--- src/hw/rtl/sppe_pkg.sv ---
// Shared constants, types and command/status structs for the point error block.
package sppe_pkg;

  localparam int MaxPoints = 1024;
  localparam int IdxW      = $clog2(MaxPoints);
  localparam int CntW      = IdxW + 1;
  localparam int CoordW    = 16;
  localparam int PointW    = 3 * CoordW;
  localparam int DiffW     = CoordW + 1;
  localparam int SqW       = 2 * DiffW;
  localparam int DistW     = 36;
  localparam int SumW      = DistW + IdxW;
  localparam int MeanW     = 37;

  localparam logic [1:0] KindLoadA   = 2'd0;
  localparam logic [1:0] KindLoadB   = 2'd1;
  localparam logic [1:0] KindCompute = 2'd2;
  localparam logic [1:0] KindClear   = 2'd3;

  localparam logic [1:0] StatusOk       = 2'd0;
  localparam logic [1:0] StatusEmpty    = 2'd1;
  localparam logic [1:0] StatusOverflow = 2'd2;

  // Commands from the controller to the datapath.
  typedef struct packed {
    logic            wr_a;
    logic            wr_b;
    logic [IdxW-1:0] wr_idx;
    logic            dir_ba;
    logic [IdxW-1:0] src_idx;
    logic [IdxW-1:0] dst_idx;
    logic            rd;
    logic            first_dst;
    logic            last_dst;
    logic            clr_sum;
    logic            clr_max;
    logic            div_start;
    logic [CntW-1:0] div_den;
    logic            mean_clr;
  } sppe_cmd_t;

  // Status from the datapath back to the controller.
  typedef struct packed {
    logic div_busy;
  } sppe_sts_t;

endpackage

--- src/hw/rtl/sppe_ctrl.sv ---
// Controller: counts, load handling and the nested search sequence.
module sppe_ctrl (
  input  logic                           clk_i,
  input  logic                           rst_ni,
  input  logic                           in_valid_i,
  output logic                           in_stall_o,
  input  logic [1:0]                     kind_i,
  output logic                           out_valid_o,
  input  logic                           out_stall_i,
  output logic [1:0]                     status_o,
  output logic                           empty_o,
  output sppe_pkg::sppe_cmd_t            cmd_o,
  input  sppe_pkg::sppe_sts_t            sts_i
);

  localparam logic [2:0] StIdle  = 3'd0;
  localparam logic [2:0] StScan  = 3'd1;
  localparam logic [2:0] StDrain = 3'd2;
  localparam logic [2:0] StDiv   = 3'd3;
  localparam logic [2:0] StWait  = 3'd4;
  localparam logic [2:0] StOut   = 3'd5;
  localparam int         DrainN  = 3;

  logic [2:0]                 state_q, state_d;
  logic [sppe_pkg::CntW-1:0]  cnt_a_q, cnt_a_d, cnt_b_q, cnt_b_d;
  logic                       ovf_q, ovf_d;
  logic                       dir_q, dir_d;
  logic [sppe_pkg::IdxW-1:0]  i_q, i_d, j_q, j_d;
  logic [1:0]                 drn_q, drn_d;
  logic [1:0]                 status_q, status_d;
  logic                       empty_q, empty_d;
  logic                       acc;
  logic [sppe_pkg::CntW-1:0]  ns, nd;
  logic                       last_j, last_i;

  assign acc    = in_valid_i && !in_stall_o;
  assign ns     = dir_q ? cnt_b_q : cnt_a_q;
  assign nd     = dir_q ? cnt_a_q : cnt_b_q;
  assign last_j = ({1'b0, j_q} == nd - 1'b1);
  assign last_i = ({1'b0, i_q} == ns - 1'b1);

  always_comb begin
    state_d  = state_q;
    cnt_a_d  = cnt_a_q;
    cnt_b_d  = cnt_b_q;
    ovf_d    = ovf_q;
    dir_d    = dir_q;
    i_d      = i_q;
    j_d      = j_q;
    drn_d    = drn_q;
    status_d = status_q;
    empty_d  = empty_q;
    cmd_o    = '0;
    cmd_o.dir_ba  = dir_q;
    cmd_o.src_idx = i_q;
    cmd_o.dst_idx = j_q;
    cmd_o.div_den = ns;
    cmd_o.wr_idx  = (kind_i == sppe_pkg::KindLoadA) ? cnt_a_q[sppe_pkg::IdxW-1:0]
                                                    : cnt_b_q[sppe_pkg::IdxW-1:0];
    case (state_q)
      StIdle: begin
        if (acc) begin
          case (kind_i)
            sppe_pkg::KindLoadA: begin
              if (cnt_a_q == sppe_pkg::CntW'(sppe_pkg::MaxPoints)) ovf_d = 1'b1;
              else begin
                cmd_o.wr_a = 1'b1;
                cnt_a_d    = cnt_a_q + 1'b1;
              end
            end
            sppe_pkg::KindLoadB: begin
              if (cnt_b_q == sppe_pkg::CntW'(sppe_pkg::MaxPoints)) ovf_d = 1'b1;
              else begin
                cmd_o.wr_b = 1'b1;
                cnt_b_d    = cnt_b_q + 1'b1;
              end
            end
            sppe_pkg::KindClear: begin
              cnt_a_d = '0;
              cnt_b_d = '0;
              ovf_d   = 1'b0;
            end
            default: begin
              cmd_o.clr_max  = 1'b1;
              cmd_o.clr_sum  = 1'b1;
              cmd_o.mean_clr = 1'b1;
              dir_d = 1'b0;
              i_d   = '0;
              j_d   = '0;
              if (cnt_a_q == '0 || cnt_b_q == '0) begin
                status_d = sppe_pkg::StatusEmpty;
                empty_d  = 1'b1;
                state_d  = StOut;
              end else begin
                status_d = ovf_q ? sppe_pkg::StatusOverflow : sppe_pkg::StatusOk;
                empty_d  = 1'b0;
                state_d  = StScan;
              end
            end
          endcase
        end
      end
      // Issue one pair read per cycle: inner loop over targets.
      StScan: begin
        cmd_o.rd        = 1'b1;
        cmd_o.first_dst = (j_q == '0);
        cmd_o.last_dst  = last_j;
        if (last_j) begin
          j_d = '0;
          if (last_i) begin
            drn_d   = 2'(DrainN);
            state_d = StDrain;
          end else begin
            i_d = i_q + 1'b1;
          end
        end else begin
          j_d = j_q + 1'b1;
        end
      end
      // Let the pipeline finish the last sum before dividing.
      StDrain: begin
        if (drn_q == '0) begin
          cmd_o.div_start = 1'b1;
          state_d = StDiv;
        end else begin
          drn_d = drn_q - 1'b1;
        end
      end
      StDiv: state_d = StWait;
      StWait: begin
        if (!sts_i.div_busy) begin
          if (!dir_q) begin
            dir_d         = 1'b1;
            i_d           = '0;
            cmd_o.clr_sum = 1'b1;
            state_d       = StScan;
          end else begin
            state_d = StOut;
          end
        end
      end
      StOut: begin
        if (!out_stall_i) state_d = StIdle;
      end
      default: state_d = StIdle;
    endcase
  end

  always_ff @(posedge clk_i or negedge rst_ni) begin
    if (!rst_ni) begin
      state_q <= StIdle;
      cnt_a_q <= '0;
      cnt_b_q <= '0;
      ovf_q   <= 1'b0;
    end else begin
      state_q <= state_d;
      cnt_a_q <= cnt_a_d;
      cnt_b_q <= cnt_b_d;
      ovf_q   <= ovf_d;
    end
  end

  always_ff @(posedge clk_i) begin
    dir_q    <= dir_d;
    i_q      <= i_d;
    j_q      <= j_d;
    drn_q    <= drn_d;
    status_q <= status_d;
    empty_q  <= empty_d;
  end

  assign in_stall_o  = (state_q != StIdle);
  assign out_valid_o = (state_q == StOut);
  assign status_o    = status_q;
  assign empty_o     = empty_q;

endmodule
--- config.mk ---
export PLATFORM = sky130hd
export DESIGN_NAME = sppe_ctrl
export DESIGN_NICKNAME = d
export VERILOG_FILES = /design/src/hw/rtl/sppe_pkg.sv /design/src/hw/rtl/sppe_ctrl.sv
export SDC_FILE = /design/constraint.sdc
export NUM_CORES = 1
export LEC_CHECK = 0
export BUFFER_PORTS_ARGS = -buffer_cell sky130_fd_sc_hd__buf_2
export CELL_PAD_IN_SITES_DETAIL_PLACEMENT = 0
export CELL_PAD_IN_SITES_GLOBAL_PLACEMENT = 2
export CORE_MARGIN = 2
export CORE_UTILIZATION = 38
export DETAILED_ROUTE_END_ITERATION = 7
export PLACE_DENSITY_LB_ADDON = 0.1
export SLEW_MARGIN = 30
export SYNTH_ARGS = -nofsm -noshare
export SYNTH_HDL_FRONTEND = slang
export SYNTH_SLANG_ARGS = --single-unit
--- constraint.sdc ---
create_clock -name clk_i -period 6.6 [get_ports clk_i]
set_input_delay 0 -clock clk_i [delete_from_list [all_inputs] [get_ports clk_i]]
set_output_delay 0 -clock clk_i [all_outputs]
set_load 0.005 [all_outputs]
# Yosys cells after proc, flatten, opt, wreduce, memory -nomap -nowiden
# Cells that the tools add are included.
[classes]
n_addsub = 7
eq_ne = 25
n_mux = 57
bitwise_logic = 1
reduce_logical = 27
[op_table]
columns = ["op", "n"]
rows = [
  ["10-bit 2-to-1 mux", 8],
  ["11-bit 2-to-1 mux", 4],
  ["11-bit one-hot mux with 2 select lines", 2],
  ["3-bit 2-to-1 mux", 10],
  ["10-bit one-hot mux with 3 select lines", 1],
  ["2-bit != test, second input constant", 13],
  ["11-bit by 1-bit adder with 11-bit output, second input constant", 2],
  ["10-bit by 11-bit == test with 1-bit output", 2],
  ["11-bit == test, second input constant", 2],
  ["11-bit logical NOT", 2],
  ["11-bit by 1-bit subtractor with 11-bit output, second input constant", 2],
  ["10-bit by 1-bit adder with 10-bit output, second input constant", 2],
  ["10-bit one-hot mux with 2 select lines", 1],
  ["1-bit 2-to-1 mux", 18],
  ["3-bit one-hot mux with 6 select lines", 1],
  ["2-bit 2-to-1 mux", 8],
  ["4-bit AND reduction", 4],
  ["7-bit AND reduction", 2],
  ["10-bit logical NOT", 1],
  ["2-bit nonzero test", 5],
  ["3-bit nonzero test", 3],
  ["3-bit by 2-bit == test with 1-bit output, second input constant", 2],
  ["3-bit == test, second input constant", 2],
  ["3-bit AND reduction", 2],
  ["other kinds (16)", 18],
]
[word_totals]
regBits = 52
input_bits = 7
out_inout_bits = 56
wordCells = 127

# Logic depth before layout (Yosys ltp)
# Gate-level depths: netlist (run 1).
[depth]
word_depth = 6
mapped_depth = 15
ltp_nobuf = 11

# Worst setup path after synthesis (run 1)
# No wires, ideal clock.
[synth_timing]
path_type = "register to register"
start = "register dir_q"
end = "register i_q[0] in the netlist's numbering, enable pin"
arrival_ps = 3494
t_required_ps = 6207
slack_ps = 2713
path_stages_with_launch = 16
synth_period_minus_slack_ps = 3887
cell_sequence = "edfxtp_1 > buf_6 > buf_2 > buf_4 > buf_2 > nand2_1 > a21boi_0 > ha_1 > nor4b_1 > a31oi_1 > nor3_1 > nor2_1 > o32a_1 > nand4_1 > a21oi_1 > a211oi_1"
[synth_via]
elab_chain_len = 5
elab_cells_between_ends = 10
[synth_lines]
columns = ["element", "line", "source"]
rows = [
  ["from (decl)", "sppe_ctrl.sv:27", "logic dir_q, dir_d;"],
  ["from (signal assigned)", "sppe_ctrl.sv:164", "dir_q <= dir_d;"],
  ["11-bit 2-to-1 mux, on equally long branches", "sppe_ctrl.sv:37, sppe_ctrl.sv:38", ""],
  ["11-bit by 1-bit subtractor with 11-bit output, on equally long branches", "sppe_ctrl.sv:40, sppe_ctrl.sv:39", ""],
  ["10-bit by 11-bit == test with 1-bit output, on equally long branches", "sppe_ctrl.sv:40, sppe_ctrl.sv:39", ""],
  ["2-bit != test (no line)", "--", ""],
  ["7-bit AND reduction (no line) *", "--", ""],
  ["to (signal assigned)", "sppe_ctrl.sv:165", "i_q <= i_d;"],
  ["to (decl)", "sppe_ctrl.sv:28", "logic [sppe_pkg::IdxW-1:0] i_q, i_d, j_q, j_d;"],
]
# Every way passes the cells marked *; elsewhere a longest branch is shown, timed or not.
# A chain may end at the register's enable or synchronous reset.

# Worst setup path after layout (run 1)
[layout_timing]
start = "register dir_q"
end = "register drn_q[0], enable pin"
[layout_via]
elab_chain_len = 5
elab_cells_between_ends = 9
[layout_lines]
columns = ["element", "line", "source"]
rows = [
  ["11-bit 2-to-1 mux, on equally long branches", "sppe_ctrl.sv:37, sppe_ctrl.sv:38", ""],
  ["11-bit by 1-bit subtractor with 11-bit output, on equally long branches", "sppe_ctrl.sv:40, sppe_ctrl.sv:39", ""],
  ["10-bit by 11-bit == test with 1-bit output, on equally long branches", "sppe_ctrl.sv:40, sppe_ctrl.sv:39", ""],
  ["2-bit != test (no line)", "--", ""],
  ["4-bit AND reduction (no line) *", "--", ""],
  ["to (signal assigned)", "sppe_ctrl.sv:167", "drn_q <= drn_d;"],
  ["to (decl)", "sppe_ctrl.sv:29", "logic [1:0] drn_q, drn_d;"],
]
# Marked as above.

==> results of run 1 <==
==> through the flow <==
step | util (%) | setup slack, ns | hold slack, ns | cells
floorplan | - | 2.713 | -0.2956 | 465
global placement | 42.06 | 2.799 | 0.07104 | 626
detailed placement | 42.06 | 2.614 | 0.07162 | 626
CTS | 43.33 | 2.593 | 0.1065 | 636
global route | 43.33 | 2.155 | 0.1417 | 636
finish | 43.33 | 2.564 | 0.1105 | 636
==> kinds of logic after synthesis <==
logic type / after synthesis / synth area share [%]
flip-flops: 52 / 35.18
XOR/XNOR: 58 / 12.82
multiplexers: 31 / 8.149
AND/OR/NAND/NOR: 187 / 23.77
buffers and inverters: 62 / 7.195
AO/OA/AOI/OAI: 65 / 9.810
adder cells (fa/ha/maj): 10 / 3.075
==> sequential cells by signal (all words and copies together), names as in the netlist <==
register and count:
empty_o 1, i_q 10, drn_q 2, ovf_q 1
status_o 2, cnt_b_q 11, state_q 3, j_q 10
cnt_a_q 11, dir_q 1
==> power by group <==
| group | internal, uW | total [uW] | switching (uW) |
|---|---|---|---|
| Clock | 112 | 233 | 121 |
| Combinational | 170 | 340 | 170 |
| Sequential | 399 | 503 | 104 |
==> cells in the final DEF, fill, tap and decap left out, types with 4 or more instances in the layout <==
master / count
nand2_1: 32
nand3_1: 18
edfxtp_1: 26
or3_1: 7
nand4_1: 8
xnor2_1: 26
inv_1: 22
clkbuf_8: 5
mux2_2: 14
dfrtp_1: 26
ha_1: 10
and3_1: 11
nor3b_1: 6
nor4b_1: 4
nor3_1: 25
o21ai_0: 16
xor2_1: 31
nor2_1: 48
buf_2: 62
a21oi_1: 24
nor4_1: 9
and2_1: 5
mux2i_1: 16
==> worst max path at each step <==
stage	end	from	cells past startpoint	slack, ns
floorplan	i_q[0]$_SDFFCE_PN0P_	dir_q$_DFFE_PP_	15	2.71
global placement	drn_q[0]$_SDFFCE_PN1P_	dir_q$_DFFE_PP_	11	2.80
detailed placement	drn_q[0]$_SDFFCE_PN1P_	dir_q$_DFFE_PP_	11	2.61
CTS	drn_q[0]$_SDFFCE_PN1P_	dir_q$_DFFE_PP_	11	2.59
global route	drn_q[0]$_SDFFCE_PN1P_	dir_q$_DFFE_PP_	11	2.16
finish	drn_q[0]$_SDFFCE_PN1P_	dir_q$_DFFE_PP_	11	2.56
==> worst register-to-register path: cells and delay by family (launching register included) <==
kind | cells | cell delay, ns
simple gates | 5 | 1.43
flops | 1 | 0.58
compound gates | 3 | 0.54
buf+inv | 1 | 0.51
mux | 1 | 0.40
fa+ha+maj | 1 | 0.27
==> metal layers <==
layer	up-vias	track usage, %	routed length (um)
met5	-	0	0
met2	86	34.58	5383
met1	1674	29.38	5541
met4	0	8.700	282
met3	21	3.269	556
li1	1695	-	-
==> final cells by class <==
| class | count | share of cell area (%) |
|---|---|---|
| Inverter | 22 | 1.838 |
| Clock buffer | 5 | 1.532 |
| Multi-Input combinational cell | 351 | 52.19 |
| Clock inverter | 3 | 0.9468 |
| Tap cell | 136 | 3.787 |
| Timing Repair Buffer | 67 | 7.853 |
| Sequential cell | 52 | 31.86 |
==> impl_metrics.env, run 1 <==
export IMPL_arrival_ns=4.08
export IMPL_rsz0062_at_grt="no"
export IMPL_yosysSeqAreaShare_pct=35.18
export IMPL_drtIter0Drc=184
export IMPL_reg2reg_to="drn_q[0]$_SDFFCE_PN1P_"
export IMPL_ys_async_sr_fraction_pct=50.00
export IMPL_crit_fanout=43
export IMPL_clkTransAtPathRegs_ns=0.11
export IMPL_p_leak_uw=0.001989
export IMPL_synth_ff_type="edfxtp_1"
export IMPL_synth_most_common_cell="nor2_1"
export IMPL_port_buffer_count=62
export IMPL_synth_avg_cell_area_um2=8.750
export IMPL_min_to="ovf_q$_DFFE_PN0P_"
export IMPL_reg2reg_from="dir_q$_DFFE_PP_"
export IMPL_ioPinCount=63
export IMPL_crit_path_end_kind="register"
export IMPL_root_buffer="clkbuf_8"
export IMPL_worst_path_most_repeated_cell="nor4b_1"
export IMPL_wl_per_cell_um=18.49
export IMPL_drt_first_pass_iters=4
export IMPL_grt_pass1_vias=3525
export IMPL_fin_crit_sh_pct=61.16
export IMPL_reg2reg_depth=11
export IMPL_cts_tree="yes"
export IMPL_start_kind="register"
export IMPL_synth_enable_flop_cells=26
export IMPL_antenna_cells=0
export IMPL_path_delay_family="simple AND/OR/NAND/NOR gates"
export IMPL_cts_resized=0
export IMPL_tns_ns=0
export IMPL_via_per_inst=5.465
export IMPL_design_area_um2=4493
export IMPL_gp_congestion=0.8378
export IMPL_initial_core_util_pct=39.24
export IMPL_period_minus_slack_ns=4.036
export IMPL_synth_seq_cells=52
export IMPL_place_hpwl_um=8487
export IMPL_synth_nets=482
export IMPL_rrSetupSlack_ns=2.56
export IMPL_fp_dieH_um=107.5
export IMPL_multi_input_area_um2=2345
export IMPL_syn_inst=465
export IMPL_antenna_left=0
export IMPL_timing_final_max_slew_violations=0
export IMPL_skew_ns=0.01405
export IMPL_hold_depth=4
export IMPL_die_x_um=107.5
export IMPL_synth_top_cell_by_area="edfxtp_1"
export IMPL_htreeDepth=2
export IMPL_netlist_area_um2=4069
export IMPL_regArea_um2=1431
export IMPL_core_area_um2=10370
export IMPL_worstMarginPinSlew_ns=0.7693
export IMPL_hp_class="input pin to register"
export IMPL_cts_sink_count=52
export IMPL_syn_to_final_growth_pct=10.42
export IMPL_cp_slowest_stage_delay_ns=0.58
export IMPL_yosys_top_cells_area="edfxtp_1 19%, dfrtp_1 16%, xor2_1 6.7%"
export IMPL_synth_distinct_cells=55
export IMPL_grt_max_degree=44
export IMPL_nFillCells=1091
export IMPL_drc=0
export IMPL_vias=3476
export IMPL_synth_top_area_share_pct=19.19
export IMPL_power_uw=1076
export IMPL_path_class="register to register"
export IMPL_cts_buffers_inserted=5
export IMPL_hp_start="kind_i[0]"
export IMPL_grt_usage_pct=21.65
export IMPL_die_area_um2=11550
export IMPL_crit_path_cell_trace="buf_4 > mux2i_1 > ha_1 > nor4b_1 > a31oi_1 > nor3_1 > nor4b_1 > o32a_1 > nand4_1 > or4_1 > a21oi_1"
export IMPL_grt_first_pass_wirelength_um=19080
export IMPL_rows=37
export IMPL_hold_viol_final=0
export IMPL_worstSkewPairLatency_ns=0.34
export IMPL_status="complete, no violations"
export IMPL_setup_viol=0
export IMPL_final_nets=516
export IMPL_slew_headroom_pct=48.59
export IMPL_fmax_ghz=0.2478
export IMPL_placed_cell_area_um2=4362
export IMPL_grt_overflow_total=0
export IMPL_synth_warnings=0
export IMPL_crit_slowest_cell="edfxtp_1"
export IMPL_peakVddDrop_v=0.0001755
export IMPL_drive_gt1_share_pct=19.40
export IMPL_power_density_nw_per_um2=239.6
export IMPL_cp_buffers_inverters=1
export IMPL_cap_violations=0
export IMPL_synth_commonest_cells="48 x nor2_1, 32 x nand2_1, 31 x xor2_1"
export IMPL_clockBufferDepth=2
export IMPL_post_cts_setup_buffer_count=0
export IMPL_routed_wl_um=11760
export IMPL_ctsHoldBuffers=2
export IMPL_required_ns=6.65
export IMPL_antenna_found_initial=0
(Power assumes the default switching activity.)
==> run 2, diff against run 1 <==
- ABC_AREA: unset -> 1
- CORE_UTILIZATION: 38 -> 29
- clock period: 6.6 -> 3.6 ns (I/O delays scaled with it)
==> run 2 against run 1 <==
Clock power is 110% higher. Die area is 40% higher. Sequential share of layout area is 3.4 points lower. Non-clock buffer count is 6 higher. Clock-buffer cell count is 1 higher. Core utilization is 8.9 points lower.
==> impl_metrics.env, run 2 <==
export IMPL_hp_class="input pin to register"
export IMPL_worstMarginPinSlew_ns=0.8000
export IMPL_synth_distinct_cells=39
export IMPL_synth_avg_cell_area_um2=6.535
export IMPL_peakVddDrop_v=0.0002883
export IMPL_drive_gt1_share_pct=13.59
export IMPL_grt_pass1_vias=4578
export IMPL_crit_path_end_kind="register"
export IMPL_path_delay_family="simple AND/OR/NAND/NOR gates"
export IMPL_core_area_um2=14640
export IMPL_synth_seq_cells=52
export IMPL_synth_ff_type="edfxtp_1"
export IMPL_place_hpwl_um=12610
export IMPL_p_leak_uw=0.002460
export IMPL_timing_final_max_slew_violations=0
export IMPL_tns_ns=0
export IMPL_crit_path_cell_trace="buf_4 > buf_4 > nand2_1 > nand2_1 > nand2_1 > nor2_2 > nand2_1 > nand2_1 > nand2_1 > nor2_1 > nand2_1 > o21ai_4 > nand2_1 > a21oi_1 > buf_4"
export IMPL_synth_warnings=0
export IMPL_worstSkewPairLatency_ns=0.31
export IMPL_hp_start="sts_i"
export IMPL_antenna_cells=0
export IMPL_arrival_ns=2.99
export IMPL_die_x_um=127.1
export IMPL_worst_path_most_repeated_cell="nand2_1"
export IMPL_path_class="register to register"
export IMPL_die_area_um2=16140
export IMPL_synth_commonest_cells="223 x nand2_1, 83 x inv_1, 59 x nor2_1"
export IMPL_ioPinCount=63
export IMPL_fp_dieH_um=127.1
export IMPL_initial_core_util_pct=29.99
export IMPL_grt_first_pass_wirelength_um=25800
export IMPL_drc=0
export IMPL_netlist_area_um2=4392
export IMPL_cts_resized=0
export IMPL_grt_overflow_total=0
export IMPL_via_per_inst=5.099
export IMPL_final_cell_mix="223 x nand2_1, 83 x inv_1, 62 x buf_2"
export IMPL_grt_usage_pct=20.49
export IMPL_fmax_ghz=0.3354
export IMPL_rsz0062_at_grt="no"
export IMPL_fin_crit_sh_pct=82.83
export IMPL_post_cts_setup_buffer_count=0
export IMPL_root_buffer="clkbuf_16"
export IMPL_synth_nets=689
export IMPL_hold_viol_final=0
export IMPL_synth_top_area_share_pct=19.06
export IMPL_clockBufferDepth=2
export IMPL_port_buffer_count=62
export IMPL_start_kind="register"
export IMPL_crit_fanout=25
export IMPL_crit_slowest_cell="edfxtp_1"
export IMPL_htreeDepth=2
export IMPL_ys_async_sr_fraction_pct=50.00
export IMPL_reg2reg_from="dir_q$_DFFE_PP_"
export IMPL_antenna_found_initial=0
export IMPL_wl_per_cell_um=17.41
export IMPL_cp_slowest_stage_delay_ns=0.34
export IMPL_routed_wl_um=16020
export IMPL_power_density_nw_per_um2=972.4
export IMPL_drt_first_pass_iters=5
export IMPL_drtIter0Drc=304
export IMPL_final_nets=752
export IMPL_reg_largest_list="cnt_a_q x11, cnt_b_q x11"
export IMPL_synth_enable_flop_cells=26
export IMPL_yosysSeqAreaShare_pct=32.59
export IMPL_ctsHoldBuffers=2
export IMPL_period_minus_slack_ns=2.982
export IMPL_syn_to_final_growth_pct=14.70
export IMPL_setup_viol=0
export IMPL_required_ns=3.61
export IMPL_synth_most_common_cell="nand2_1"
export IMPL_antenna_left=0
export IMPL_clkTransAtPathRegs_ns=0.07
export IMPL_syn_inst=672
export IMPL_cts_sink_count=52
export IMPL_vias=4691
export IMPL_skew_ns=0.01223
export IMPL_dp_slack_ns=0.6244
export IMPL_synth_top_cell_by_area="nand2_1"
export IMPL_layout_commonest_cell="nand2_1"
export IMPL_cts_buffers_inserted=5
export IMPL_grt_max_degree=27
export IMPL_setup_ws_ns=0.6182
export IMPL_cap_violations=0
export IMPL_status="complete, no violations"
export IMPL_gp_congestion=0.8738
export IMPL_yosys_top_cells_area="nand2_1 19%, edfxtp_1 18%, dfrtp_1 15%"
export IMPL_critPathLaunch="dir_q$_DFFE_PP_"
export IMPL_cts_tree="yes"
export IMPL_rows=44
export IMPL_slew_headroom_pct=46.53
export IMPL_cp_buffers_inverters=3
-- run 2: final timing paths --
check | endpoint | slack (ns) | cells after the start
setup / recovery | i_q[8]$_SDFFCE_PN0P_ | 0.62 | 15
hold / removal | state_q[2]$_DFFE_PN0P_ | 0.04 | 5
setup reg to reg | i_q[8]$_SDFFCE_PN0P_ | 0.62 | 15
hold reg to reg | ovf_q$_DFFE_PN0P_ | 0.53 | 2
max in group asynchronous | cnt_b_q[0]$_DFFE_PN0P_ | 2.88 | 2
min in group asynchronous | ovf_q$_DFFE_PN0P_ | 0.27 | 2
-- run 2: tightest hold or removal path: cells and delay by family --
kind | cells | cell delay [ns]
buffers and inverters | 2 | 0.13
and+or+nand+nor | 3 | 0.18
-- run 2: metrics by stage --
stage | hold slack [ns] | total power [uW] | utilization (%) | cell area, um^2 | cells
floorplan | -0.2956 | 3315 | - | 4392 | 672
global placement | 0.08420 | 4410 | 33.30 | 4876 | 910
detailed placement | 0.08625 | 4415 | 33.30 | 4877 | 910
CTS | 0.01612 | 4939 | 34.40 | 5037 | 920
global route | 0.08089 | 5411 | 34.40 | 5037 | 920
finish | 0.03869 | 4898 | 34.40 | 5037 | 920
-- run 2: kinds of logic after synthesis --
logic type,Yosys count,synth area share (%)
adders and majority gates,10,2.849
and+or+nand+nor,415,41.40
buffers and inverters,104,10.26
xor gates and xnor gates,16,3.191
DFF,52,32.59
AOI/OAI and AO/OA,75,9.716
-- run 2: report_power, final --
group	internal (uW)	switching [uW]
Combinational	1000	2020
Sequential	980	392
Clock	258	239
-- run 2: layer usage --
metal  GRT usage, %  up-vias  routed length (um)
met5              0        -                   0
met4          4.137        0                 169
met3          3.643       13                 740
met2          34.12      113                7412
met1          28.06     2255                7692
li1               -     2310                   -
-- run 2: layout make-up --
type,instances,area [um^2]
timing repair buffer,73,397.9
inverter,87,326.6
multi-input combinational,516,2511
tap,184,230.2
clock buffer,6,128.9
sequential,52,1431
fill,1665,9607
clock inverter,2,11.26
